`src/sv/nearest_free_cell_spiral_search_unit_defines.svh`:
```
// Assertion macros for the nearest free cell search unit.
// Expects clk and rst_n in the scope of each use.
`ifndef NEAREST_FREE_CELL_SPIRAL_SEARCH_UNIT_DEFINES_SVH
`define NEAREST_FREE_CELL_SPIRAL_SEARCH_UNIT_DEFINES_SVH

// Same-cycle implication.
`define NFCS_ASSERT_IMPL(lbl, ante, cons) \
    lbl: assert property (@(posedge clk) disable iff (!rst_n) (ante) |-> (cons)) \
        else $error("nfcs assertion failed");

// Next-cycle implication.
`define NFCS_ASSERT_NEXT(lbl, ante, cons) \
    lbl: assert property (@(posedge clk) disable iff (!rst_n) (ante) |=> (cons)) \
        else $error("nfcs assertion failed");

`endif

```
`src/sv/nfcs_pkg.sv`:
```
// Shared types, codes and table functions of the nearest free cell search unit.
// No dependencies.
package nfcs_pkg;

    localparam logic REQ_LOAD  = 1'b0;
    localparam logic REQ_QUERY = 1'b1;

    localparam logic [1:0] ST_FREE     = 2'd0;
    localparam logic [1:0] ST_ADJUSTED = 2'd1;
    localparam logic [1:0] ST_NO_MAP   = 2'd2;
    localparam logic [1:0] ST_REJECTED = 2'd3;

    localparam logic [2:0] REG_COST_THRESHOLD = 3'd0;
    localparam logic [2:0] REG_MAX_RINGS      = 3'd1;
    localparam logic [2:0] REG_ORIGIN_X       = 3'd2;
    localparam logic [2:0] REG_ORIGIN_Y       = 3'd3;
    localparam logic [2:0] REG_CELL_SIZE      = 3'd4;
    localparam logic [2:0] REG_MAP_WIDTH      = 3'd5;
    localparam logic [2:0] REG_MAP_HEIGHT     = 3'd6;

    localparam logic [6:0]  RST_COST_THRESHOLD = 7'd50;
    localparam logic [7:0]  RST_MAX_RINGS      = 8'd40;
    localparam logic [22:0] RST_CELL_SIZE      = 23'd3277;
    localparam logic [16:0] RST_MAP_WIDTH      = 17'd256;
    localparam logic [16:0] RST_MAP_HEIGHT     = 17'd256;

    localparam logic signed [7:0] COST_UNKNOWN = -8'sd1;

    // Q30 over 0.05 m in Q16 is 327680 = 2^16 * 5; split as 2^16 then 5
    localparam logic [40:0] RING_HALF  = 41'd163840;
    localparam logic [23:0] RECIP5     = 24'd13421773;   // ceil(2^26 / 5)
    localparam int          RECIP5_SH  = 26;

    localparam longint ROT_C    = 64'sd1068377587;
    localparam longint ROT_S    = 64'sd107195315;
    localparam longint ONE_Q30  = 64'sd1073741824;
    localparam longint HALF_Q30 = 64'sd536870912;

    typedef struct packed {
        logic               req_type;
        logic [15:0]        cell_index;
        logic signed [7:0]  cell_cost;
        logic signed [31:0] goal_x;
        logic signed [31:0] goal_y;
    } in_item_t;

    typedef struct packed {
        logic [1:0]         status;
        logic signed [31:0] out_x;
        logic signed [31:0] out_y;
        logic signed [15:0] heading;
    } out_item_t;

    typedef struct packed {
        logic       load_cell;
        logic       start_query;
        logic       ld_mul;
        logic       ld_rnd;
        logic       ld_rec;
        logic       ld_sub;
        logic       div_start;
        logic       ld_idx;
        logic       ld_adr;
        logic       next_cand;
        logic       res_load;
        logic [1:0] res_status;
    } dp_cmd_t;

    typedef struct packed {
        logic map_valid;
        logic div_done;
        logic free;
        logic last;
        logic at_goal;
        logic res_space;
    } dp_sts_t;

    // Cosine or sine after n rotations of 0.1 rad, Q2.30.
    function automatic longint rot_q30(input int n, input bit want_sin);
        longint c;
        longint s;
        longint nc;
        longint ns;
        c = ONE_Q30;
        s = 64'sd0;
        for (int i = 0; i < n; i++)
        begin
            nc = (c * ROT_C - s * ROT_S + HALF_Q30) >>> 30;
            ns = (s * ROT_C + c * ROT_S + HALF_Q30) >>> 30;
            c = nc;
            s = ns;
        end
        return want_sin ? s : c;
    endfunction

    // Angle step j * 0.1 rad minus pi, wrapped, Q3.13.
    function automatic logic signed [15:0] heading_q13(input int j);
        longint h;
        h = ((longint'(j) * 64'sd8192 + 64'sd5) / 64'sd10) % 64'sd51472;
        return 16'(h - 64'sd25736);
    endfunction

endpackage

```
`src/sv/nfcs_ctrl.sv`:
```
// Controller: accepts transactions and sequences each tried point through the datapath.
// Depends on nfcs_pkg and the assertion macro header.
`include "nearest_free_cell_spiral_search_unit_defines.svh"

module nfcs_ctrl (
    input  logic              clk,
    input  logic              rst_n,
    input  logic              in_valid,
    input  logic              req_type,
    output logic              in_stall,
    output nfcs_pkg::dp_cmd_t cmd,
    input  nfcs_pkg::dp_sts_t sts
);

    typedef enum logic [10:0] {
        S_IDLE   = 11'b00000000001,
        S_MUL    = 11'b00000000010,
        S_RND    = 11'b00000000100,
        S_REC    = 11'b00000001000,
        S_SUB    = 11'b00000010000,
        S_DSTART = 11'b00000100000,
        S_DWAIT  = 11'b00001000000,
        S_IDX    = 11'b00010000000,
        S_ADR    = 11'b00100000000,
        S_CHK    = 11'b01000000000,
        S_FIN    = 11'b10000000000
    } state_t;

    state_t     state_reg, state_next;
    logic [1:0] res_reg, res_next;
    logic       accept;

    always_comb
    begin
        state_next = state_reg;
        res_next   = res_reg;
        cmd        = '0;
        in_stall   = (state_reg != S_IDLE);
        accept     = in_valid && !in_stall;
        case (state_reg)
            S_IDLE:
            begin
                if (accept && req_type == nfcs_pkg::REQ_LOAD)
                begin
                    cmd.load_cell = 1'b1;
                end
                else if (accept)
                begin
                    cmd.start_query = 1'b1;
                    if (!sts.map_valid)
                    begin
                        res_next   = nfcs_pkg::ST_NO_MAP;
                        state_next = S_FIN;
                    end
                    else
                    begin
                        state_next = S_MUL;
                    end
                end
            end
            S_MUL:
            begin
                cmd.ld_mul = 1'b1;
                state_next = S_RND;
            end
            S_RND:
            begin
                cmd.ld_rnd = 1'b1;
                state_next = S_REC;
            end
            S_REC:
            begin
                cmd.ld_rec = 1'b1;
                state_next = S_SUB;
            end
            S_SUB:
            begin
                cmd.ld_sub = 1'b1;
                state_next = S_DSTART;
            end
            S_DSTART:
            begin
                cmd.div_start = 1'b1;
                state_next    = S_DWAIT;
            end
            S_DWAIT:
            begin
                if (sts.div_done)
                begin
                    state_next = S_IDX;
                end
            end
            S_IDX:
            begin
                cmd.ld_idx = 1'b1;
                state_next = S_ADR;
            end
            S_ADR:
            begin
                cmd.ld_adr = 1'b1;
                state_next = S_CHK;
            end
            S_CHK:
            begin
                if (sts.free)
                begin
                    res_next   = sts.at_goal ? nfcs_pkg::ST_FREE : nfcs_pkg::ST_ADJUSTED;
                    state_next = S_FIN;
                end
                else if (sts.last)
                begin
                    res_next   = nfcs_pkg::ST_REJECTED;
                    state_next = S_FIN;
                end
                else
                begin
                    // advance to the next angle, or the next ring
                    cmd.next_cand = 1'b1;
                    state_next    = S_MUL;
                end
            end
            S_FIN:
            begin
                cmd.res_status = res_reg;
                if (sts.res_space)
                begin
                    cmd.res_load = 1'b1;
                    state_next   = S_IDLE;
                end
            end
            default:
            begin
                state_next = S_IDLE;
            end
        endcase
    end

    always_ff @(posedge clk or negedge rst_n)
    begin
        if (!rst_n)
        begin
            state_reg <= S_IDLE;
            res_reg   <= nfcs_pkg::ST_FREE;
        end
        else
        begin
            state_reg <= state_next;
            res_reg   <= res_next;
        end
    end

    `NFCS_ASSERT_IMPL(a_res_space, cmd.res_load, sts.res_space)
    `NFCS_ASSERT_NEXT(a_div_follows, state_reg == S_DSTART, state_reg == S_DWAIT)
    `NFCS_ASSERT_NEXT(a_free_ends, state_reg == S_CHK && sts.free, state_reg == S_FIN)
    `NFCS_ASSERT_IMPL(a_load_idle, cmd.load_cell, state_reg == S_IDLE && !cmd.start_query)

endmodule

```
`config.mk`:
```
export PLATFORM = sky130hd
export DESIGN_NAME = nfcs_ctrl
export DESIGN_NICKNAME = d
export VERILOG_FILES = /design/src/sv/nfcs_pkg.sv /design/src/sv/nfcs_ctrl.sv
export VERILOG_INCLUDE_DIRS = /design/src /design/src/sv
export SDC_FILE = /design/constraint.sdc
export NUM_CORES = 1
export LEC_CHECK = 0
export BUFFER_PORTS_ARGS = -buffer_cell sky130_fd_sc_hd__buf_2
export CAP_MARGIN = 20
export CORE_MARGIN = 2
export CORE_UTILIZATION = 30
export DETAILED_ROUTE_END_ITERATION = 7
export SYNTH_ARGS = -nofsm -noshare
export SYNTH_HDL_FRONTEND = slang
export SYNTH_SLANG_ARGS = --single-unit
```
`constraint.sdc`:
```
create_clock -name clk -period 2.4 [get_ports clk]
set_input_delay 0.12 -clock clk [delete_from_list [all_inputs] [get_ports clk]]
set_output_delay 0.12 -clock clk [all_outputs]
set_load 0.02 [all_outputs]
```
==> results of run 1 <==
[layout make-up]
cell class              instances  area [um^2]
fillers                       291         1695
multi-input cells              76        499.2
flip-flops and latches         13        326.6
repair buffers                 25        132.6
well taps                      31        38.79
clock buffers                   4        26.28
inverters                       4        15.01
[cell families (layout without fill, tap and decap cells)]
kind of cell,after synthesis,in the layout
compound gates,17,17
xor+xnor,2,2
buf+inv,9,33
flops,13,13
simple gates,57,57
[repair_timing]
item	CTS	global route
setup buffers	0	0
setup endpoints to repair	0	3
hold buffers	1	0
hold endpoints to repair	13	0
resized for setup	0	2
[stage by stage]
stage / power [W] / instance area (um^2) / std cells / hold WS [ns]
5_1_grt: 0.0008565 / 1039 / 153 / 0.1265
4_1_cts: 0.0007867 / 1027 / 153 / 0.1229
3_5_place_dp: 0.0006447 / 991.0 / 148 / 0.03297
2_1_floorplan: 0.0005858 / 859.6 / 98 / -0.1756
6_report: 0.0007919 / 1039 / 153 / 0.1282
3_3_place_gp: 0.0006415 / 991.0 / 148 / 0.02568
[report_power, final]
part           total, W  internal, W  switching, W
Combinational  0.000360     0.000157      0.000203
Clock          0.000139    0.0000645     0.0000741
Sequential     0.000294     0.000251     0.0000428
Total          0.000792     0.000472      0.000319
[layer usage]
layer  vias to the layer above  GRT usage, %  routed length, um
met5                         -             0                  0
met4                         0         1.993                 19
met3                         2         4.762                 65
met2                         9         20.94                976
met1                       387         16.31                887
li1                        406             -                  -
[cell usage in the layout (no fill, tap or decap), types with 2 or more instances in the layout]
master,Yosys,final
clkbuf_4,0,3
buf_2,3,23
o21ai_0,2,2
nand2b_1,3,3
a21oi_1,3,3
nor4_1,3,2
and2_1,3,3
nand2_1,4,4
inv_1,4,4
nor4_2,1,2
dfrtp_1,12,12
xor2_1,2,2
nor2_1,14,14
nor3_1,6,6
or4b_2,2,2
and3_2,2,2
o211ai_1,2,2
o21a_1,2,2
nor2b_1,6,6
[critical path: stages, from the launching register on]
cell,delay [ns]
dfrtp_1,0.44
or4_4,0.59
or3_1,0.42
nor2_1,0.16
and2_1,0.13
buf_2,0.15
[final timing paths]
check | start | slack (ns) | to
worst max-delay path | state_reg[5] | 0.11 | cmd[0]
worst min-delay path | sts[5] | 0.13 | state_reg[1]
worst max register to register | state_reg[1] | 0.58 | state_reg[0]
worst min register to register | res_reg[0] | 0.54 | res_reg[0]
max in group asynchronous | rst_n | 1.86 | state_reg[0]
min in group asynchronous | rst_n | 0.25 | res_reg[1]
==> results.md, run 1 <==
* Wire per inst at 12.74 um
* Crit path capture type: primary output
* Type of the worst setup path: reg2out
* Fmax at 436.1 MHz
* Synth top area share at 34.93%
* Mux contribution to synthesized area at 0%
* Clock Path Buffers at 2
* GP Congestion at 0.8372
* Setup TNS at 0 ns
* DR vias at 804
* Ys async rst share at 100.0%
* Share of layout cells above drive strength 1 at 31.97%
* Crit share post-route at 95.55%
* Area leader, netlist: dfrtp_1
* Total congestion overflow at 0
* Worst hold path class: in2reg
* Worst Hold Depth at 3
* TritonRoute pass-1 iters at 4
* Worst R2R Path Depth at 4
* Initial DRC Count at 9
* Core ar. at 0.002734 mm^2
* Largest family of logic cells by synthesized area: simple AND/OR/NAND/NOR gates
* Number of antenna violations at the first check in global routing at 0
* Final net count at 133
* WP data arrival at 2.17 ns
* Synth Area in XOR/XNOR at 2.038%
* Synthesized cell area at 859.6 um^2
* DIE AREA at 0.003310 mm^2
* Relative slew slack at 78.88%
* Commonest cells post-synth: 14 x nor2_1, 12 x dfrtp_1, 6 x nor2b_1, 6 x nor3_1
* Worst-margin pin slew at 0.3142 ns
* Residual DRC at 0
* Clk slew on worst S/H paths at 0.08 ns
* Max_cap viols at 0
* I/O pin cnt at 24
* Detail Placement HPWL at 1.531 mm
* Die Y at 57.53 um
* Tmin final at 2.293 ns
* Routed WL at 1.949 mm
* Synth-to-layout area growth at 20.82%
* Post-synth net total at 108
* Startpoint Class: flop
* GRT Util Overall at 12.75%
* Die X at 57.53 um
* Vias in the first global route at 739
* Synth Instances at 98
* Total CTS buffers at 3
* N_diodes at 0
* Seq cells post-synth at 13
* Largest net degree at the start of global routing at 14
* Adder-Cell Fraction of Synth Area at 0%
* Status: finished clean
* Cell leakage power at 0.4925 nW
* Crit Path Max Fanout at 7
* Final core occ at 37.99%
* Top post-synthesis cells by area: dfrtp_1 35%, nor2_1 6.1%, nor2b_1 4.4%, nor3_1 3.5%, dfstp_2 3.1%
* Via density at 5.255
* Fin worst setup slack at 0.1068 ns
* I/O Buffers at 23
* Synth Flop Type: dfrtp_1
* Synth Area in Compound Gates at 14.99%
* Post-synth EDFFs at 0
* H-tree depth at 1
* Synth cell types at 41
* First-pass GRT wire length at 3.222 mm
* Yosys warnings at 0
* Post-route ant nets at 0
* Simple-Gate Fraction of Synth Area at 39.74%
* Worst clock skew at 0.005446 ns
* Rows at 19
* RSZ-0062 raised after global routing: false
* Pre-CTS setup slack at 0.3970 ns
* Initial core utilization at 31.44%
* VDD IR max at 0.5354 mV
* Slew Limit Fails at 0
* Top-count cell post-synth: nor2_1
* Max reg flops at 11
* Clock Sinks at 13
* CTS root buf: clkbuf_4
* Required @ worst endpoint at 2.28 ns
* Syn_area_per_cell at 8.771 um^2
* Final setup viols at 0
* PwrDens at 762.5 mW/mm^2
* Final Hold Fails at 0
* Clk Latency, worst-skew pair at 0.28 ns
* Sequential-to-total area share from yosys stat at 37.99%
* CTS tree: done
No activity file was read; power rests on OpenSTA's default activity.
==> run 2: changes to the inputs <==
RECOVER_POWER = 50   (was not set)
==> run 2 against run 1 <==
Effect of this change:
- sequential power about the same
- cell count unchanged
- critical endpoint unchanged
- total power down 0.42%
- design area down 0.12%
- via count unchanged
- combinational power about the same
- critical path depth unchanged
- clock skew about the same
- register-to-register slack about the same
- clock-buffer cell count unchanged
- largest cell class unchanged
- flip-flop and latch count unchanged
- first-iteration DRC count up 44%
- largest power group unchanged
==> results.md, run 2 (synthesized netlist as in run 1, its figures left out) <==
* CTS root buf: clkbuf_4
* Crit-path leading delay family: simple AND/OR/NAND/NOR gates
* Vias in the first global route at 739
* PwrDens at 760.2 mW/mm^2
* Tmin final at 2.293 ns
* I/O pin cnt at 24
* Crit Path Max Fanout at 7
* Crit path capture type: primary output
* Slew Limit Fails at 0
* RSZ-0062 raised after global routing: false
* Required @ worst endpoint at 2.28 ns
* Setup TNS at 0 ns
* Worst clock skew at 0.005406 ns
* Clock Sinks at 13
* Final setup viols at 0
* Worst reg2reg setup slack at 0.58 ns
* WP data arrival at 2.17 ns
* Final net count at 133
* Most frequent cells in the layout: 22 x buf_2, 14 x nor2_1, 12 x dfrtp_1
* Die X at 57.53 um
* H-tree depth at 1
* Crit path largest cell delay at 0.59 ns
* Initial core utilization at 31.44%
* GP Congestion at 0.8372
* Total congestion overflow at 0
* Max_cap viols at 0
* Final Hold Fails at 0
* Initial DRC Count at 13
* Via density at 5.255
* I/O Buffers at 23
* Clk Latency, worst-skew pair at 0.28 ns
* Share of layout cells above drive strength 1 at 30.33%
* Worst reg2reg path startpoint: state_reg[1]
* Post-route ant nets at 0
* N_diodes at 0
* Pre-CTS setup slack at 0.3970 ns
* Clk slew on worst S/H paths at 0.08 ns
* Fmax at 436.1 MHz
* TritonRoute pass-1 iters at 4
* RR Endpoint: state_reg[0]
* Worst R2R Path Depth at 4
* Startpoint Class: flop
* CP Buf/Inv Count at 1
* Crit share post-route at 95.55%
* Largest net degree at the start of global routing at 14
* Critical path origin: state_reg[5]
* CP Cell Sequence: or4_4 -> or3_1 -> nor2_1 -> and2_1 -> buf_2
* CTS tree: done
* DR vias at 804
* Relative slew slack at 50.92%
* Wire per inst at 12.71 um
* Detail Placement HPWL at 1.531 mm
* Leading cell type in the layout, fill and taps excluded: buf_2
* Number of antenna violations at the first check in global routing at 0
* Worst-margin pin slew at 0.7362 ns
* Type of the worst setup path: reg2out
* Rows at 19
* Fin worst setup slack at 0.1069 ns
* Total CTS buffers at 3
* First-pass GRT wire length at 3.222 mm
* Worst hold path class: in2reg
* Residual DRC at 0
* Cell leakage power at 0.4889 nW
* DIE AREA at 0.003310 mm^2
* Crit path capture: cmd[0]
* Status: finished clean
* Synth-to-layout area growth at 20.67%
* Filler Cell Count at 291
* Core ar. at 0.002734 mm^2
* Path length in cells of the critical path at 5
* VDD IR max at 0.5248 mV
* Slowest cell on crit path: or4_4
* Die Y at 57.53 um
* GRT Util Overall at 12.75%
* Max reg flops at 11
* Routed WL at 1.945 mm
* Hold slack final at 0.1310 ns
* Clock Path Buffers at 2
==> run 2: cell types whose count changed in the layout (fill, tap and decap cells not counted), sizes merged <==
| cell | before | now |
|---|---|---|
| clkbuf | 4 | 5 |
| buf | 24 | 23 |
==> run 2: through the flow <==
stage	util (%)	cell area, um^2	instances	total power [W]
floorplan	-	859.6	98	0.0005858
global placement	36.25	991.0	148	0.0006415
detailed placement	36.25	991.0	148	0.0006447
CTS	37.57	1027	153	0.0007867
global route	37.94	1037	153	0.0008532
finish	37.94	1037	153	0.0007886
==> run 2: power breakdown <==
part / total, W / switching (W) / internal, W
Sequential: 0.000291 / 0.0000427 / 0.000248
Combinational: 0.000359 / 0.000203 / 0.000157
Clock: 0.000138 / 0.0000740 / 0.0000645
Total: 0.000789 / 0.000319 / 0.000469
==> run 2: worst min-delay path: cells and delay by family <==
family,cells,cell delay (ns)
buffers and inverters,1,0.10
AO/OA/AOI/OAI,1,0.07
AND/OR/NAND/NOR,1,0.08
==> run 2: area by class of cell <==
type                    instances  area (um^2)  share of cell area [%]
multi-input cells              76        499.2                   48.13
inverters                       4        15.01                   1.448
clock buffers                   4        26.28                   2.533
well taps                      31        38.79                   3.739
repair buffers                 25        131.4                   12.67
flip-flops and latches         13        326.6                   31.48
==> run 2: what timing repair did <==
action	in CTS	in global routing
resized for setup	0	2
hold buffers	1	0
endpoints found under the hold margin	13	0
buffers inserted	0	0
endpoints found under the setup margin	0	3
==> run 2: worst min-delay path by stage <==
| stage | start | to | slack, ns | depth (start not counted) |
|---|---|---|---|---|
| floorplan | rst_n | res_reg[0] | -0.18 | 0 |
| global placement | rst_n | res_reg[0] | 0.03 | 1 |
| detailed placement | rst_n | res_reg[0] | 0.03 | 1 |
| CTS | sts[5] | state_reg[1] | 0.12 | 3 |
| global route | sts[5] | state_reg[1] | 0.13 | 3 |
| finish | sts[5] | state_reg[1] | 0.13 | 3 |
==> run 2: per-layer routing <==
metal,vias up,part of all wire (%),global-route usage (%)
met3,2,3.3,4.762
met1,387,45,16.31
li1,406,-,-
met4,0,0.98,1.993
met2,9,50,20.94
met5,-,0,0
==> run 3: changes to the inputs <==
CORE_UTILIZATION = 50   (was 30)
CTS_CLUSTER_DIAMETER = 60   (was not set)
CTS_CLUSTER_SIZE = 12   (was not set)
PLACE_DENSITY = 0.77   (was not set)
==> run 3 against run 2 <==
Effect of this change:
- design area fell by 2.2%
- sequential power rose by 2%
- combinational power rose by 1%
- fmax fell by 0.84%
- clock skew fell by 0.0019 ns
- worst setup slack got worse by 0.019 ns
- worst hold slack got worse by 0.0096 ns
- critical path type unchanged
==> results.md, run 3 (synthesized netlist as in run 1, its figures left out) <==
* Status: finished clean
* Clock Path Buffers at 2
* Residual DRC at 0
* Most frequent cells in the layout: 22 x buf_2, 14 x nor2_1, 12 x dfrtp_1
* Max reg flops at 11
* Routed WL at 1.846 mm
* Required @ worst endpoint at 2.28 ns
* CP Cell Sequence: or4_1 -> or3_1 -> and4b_1 -> buf_2
* Total CTS buffers at 3
* Worst clock skew at 0.003500 ns
* DIE AREA at 0.002067 mm^2
* Max_cap viols at 0
* Slew Limit Fails at 0
* Fmax at 432.4 MHz
* RR Endpoint: state_reg[7]
* Clk Latency, worst-skew pair at 0.28 ns
* Largest net degree at the start of global routing at 14
* Clk slew on worst S/H paths at 0.07 ns
* Total congestion overflow at 0
* Tmin final at 2.312 ns
* Pwr Total at 0.0007957 W
* N_diodes at 0
* Fin cells at 138
* Share of layout cells above drive strength 1 at 30.33%
* Worst-margin pin slew at 0.7179 ns
* First-pass GRT wire length at 2.953 mm
* Worst Hold Launch: sts[5]
* RSZ-0062 raised after global routing: false
* H-tree depth at 1
* Post-route ant nets at 0
* Fin worst setup slack at 0.08753 ns
* Crit path largest cell delay at 0.52 ns
* Die X at 45.46 um
* Hold slack final at 0.1214 ns
* GP Congestion at 0.8802
* Worst R2R Path Depth at 3
* Crit Path Max Fanout at 8
* Min-Delay Endpoint: state_reg[1]
* Worst Hold Depth at 3
* Startpoint Class: flop
* Wire per inst at 13.38 um
* Leading cell type in the layout, fill and taps excluded: buf_2
* Clock Sinks at 13
* Filler Cell Count at 128
* Crit share post-route at 96.35%
* VDD IR max at 0.4505 mV
* CP Buf/Inv Count at 1
* Detail Placement HPWL at 1.411 mm
* PwrDens at 784.2 mW/mm^2
* Worst reg2reg path startpoint: state_reg[1]
* Relative slew slack at 52.14%
* Slowest cell on crit path: or4_1
* Multi-input gate area at 499.2 um^2
* Final setup viols at 0
* Core ar. at 0.001559 mm^2
* Number of antenna violations at the first check in global routing at 0
* TritonRoute pass-1 iters at 4
* Type of the worst setup path: reg2out
* Cell leakage power at 0.4867 nW
* Pre-CTS setup slack at 0.4078 ns
* Path length in cells of the critical path at 4
* Final net count at 133
* GRT Util Overall at 20.05%
* I/O pin cnt at 24
* Initial core utilization at 55.14%
* Worst hold path class: in2reg
* DR vias at 786
* Worst reg2reg setup slack at 0.46 ns
* Setup TNS at 0 ns
* CTS root buf: clkbuf_4
* Vias in the first global route at 676
* Synth-to-layout area growth at 18.05%
* Rows at 14
* Post-placement cell count at 133
* CTS tree: done
* WP data arrival at 2.19 ns
* Die Y at 45.46 um
* Critical path origin: state_reg[1]
* Initial DRC Count at 13
* Seq. cell area at 326.6 um^2
* Final Hold Fails at 0
* Crit-path leading delay family: simple AND/OR/NAND/NOR gates
* Via density at 5.696
* Crit path capture type: primary output
* I/O Buffers at 23
run 3: cell count changes in the layout (fill, tap and decap cells not counted):
cell / delta
buf_4: -1
clkbuf_1: +1
dfstp_1: -1
dfstp_2: +1
run 3: worst min-delay path, delay by kind of cell:
family | cells | cell delay, ns
AOI/OAI and AO/OA | 1 | 0.06
and+or+nand+nor | 1 | 0.07
buffers and inverters | 1 | 0.10
run 3: through the flow:
step | util, % | cell area [um^2]
CTS | 64.69 | 1008
floorplan | - | 859.6
global placement | 62.36 | 972.2
finish | 65.09 | 1015
detailed placement | 62.36 | 972.2
global route | 65.09 | 1015
run 3: routing by layer:
metal,vias to the layer above,track usage (%),share of wire (%)
li1,404,-,-
met1,354,27.25,49
met2,23,30.99,44
met3,5,2.381,5.0
met4,0,10.59,2.1
met5,-,0,0
run 3: worst max-delay path by stage:
stage,end,slack (ns)
after floorplan,cmd[12],0.31
after global placement,cmd[5],0.43
after detailed placement,cmd[5],0.41
after CTS,cmd[5],0.10
after global routing,cmd[5],0.001
final,cmd[5],0.09
run 3: what timing repair did:
| action | in CTS | in global routing |
|---|---|---|
| hold endpoints to repair | 13 | 0 |
| buffers inserted | 0 | 0 |
| gates resized for setup | 0 | 2 |
| setup endpoints to repair | 0 | 2 |
| hold buffers | 1 | 0 |
run 3: layout make-up:
cell class                      count  share of cell area (%)
Multi-Input combinational cell     76                   49.20
Sequential cell                    13                   32.18
Timing Repair Buffer               25                   12.58
Clock buffer                        4                   2.589
Tap cell                           16                   1.973
Inverter                            4                   1.480
run 3: power by group:
| part | switching (W) | internal [W] |
|---|---|---|
| logic | 0.000207 | 0.000156 |
| registers | 0.0000454 | 0.000251 |
| clock network | 0.0000716 | 0.0000645 |
| total | 0.000324 | 0.000472 |
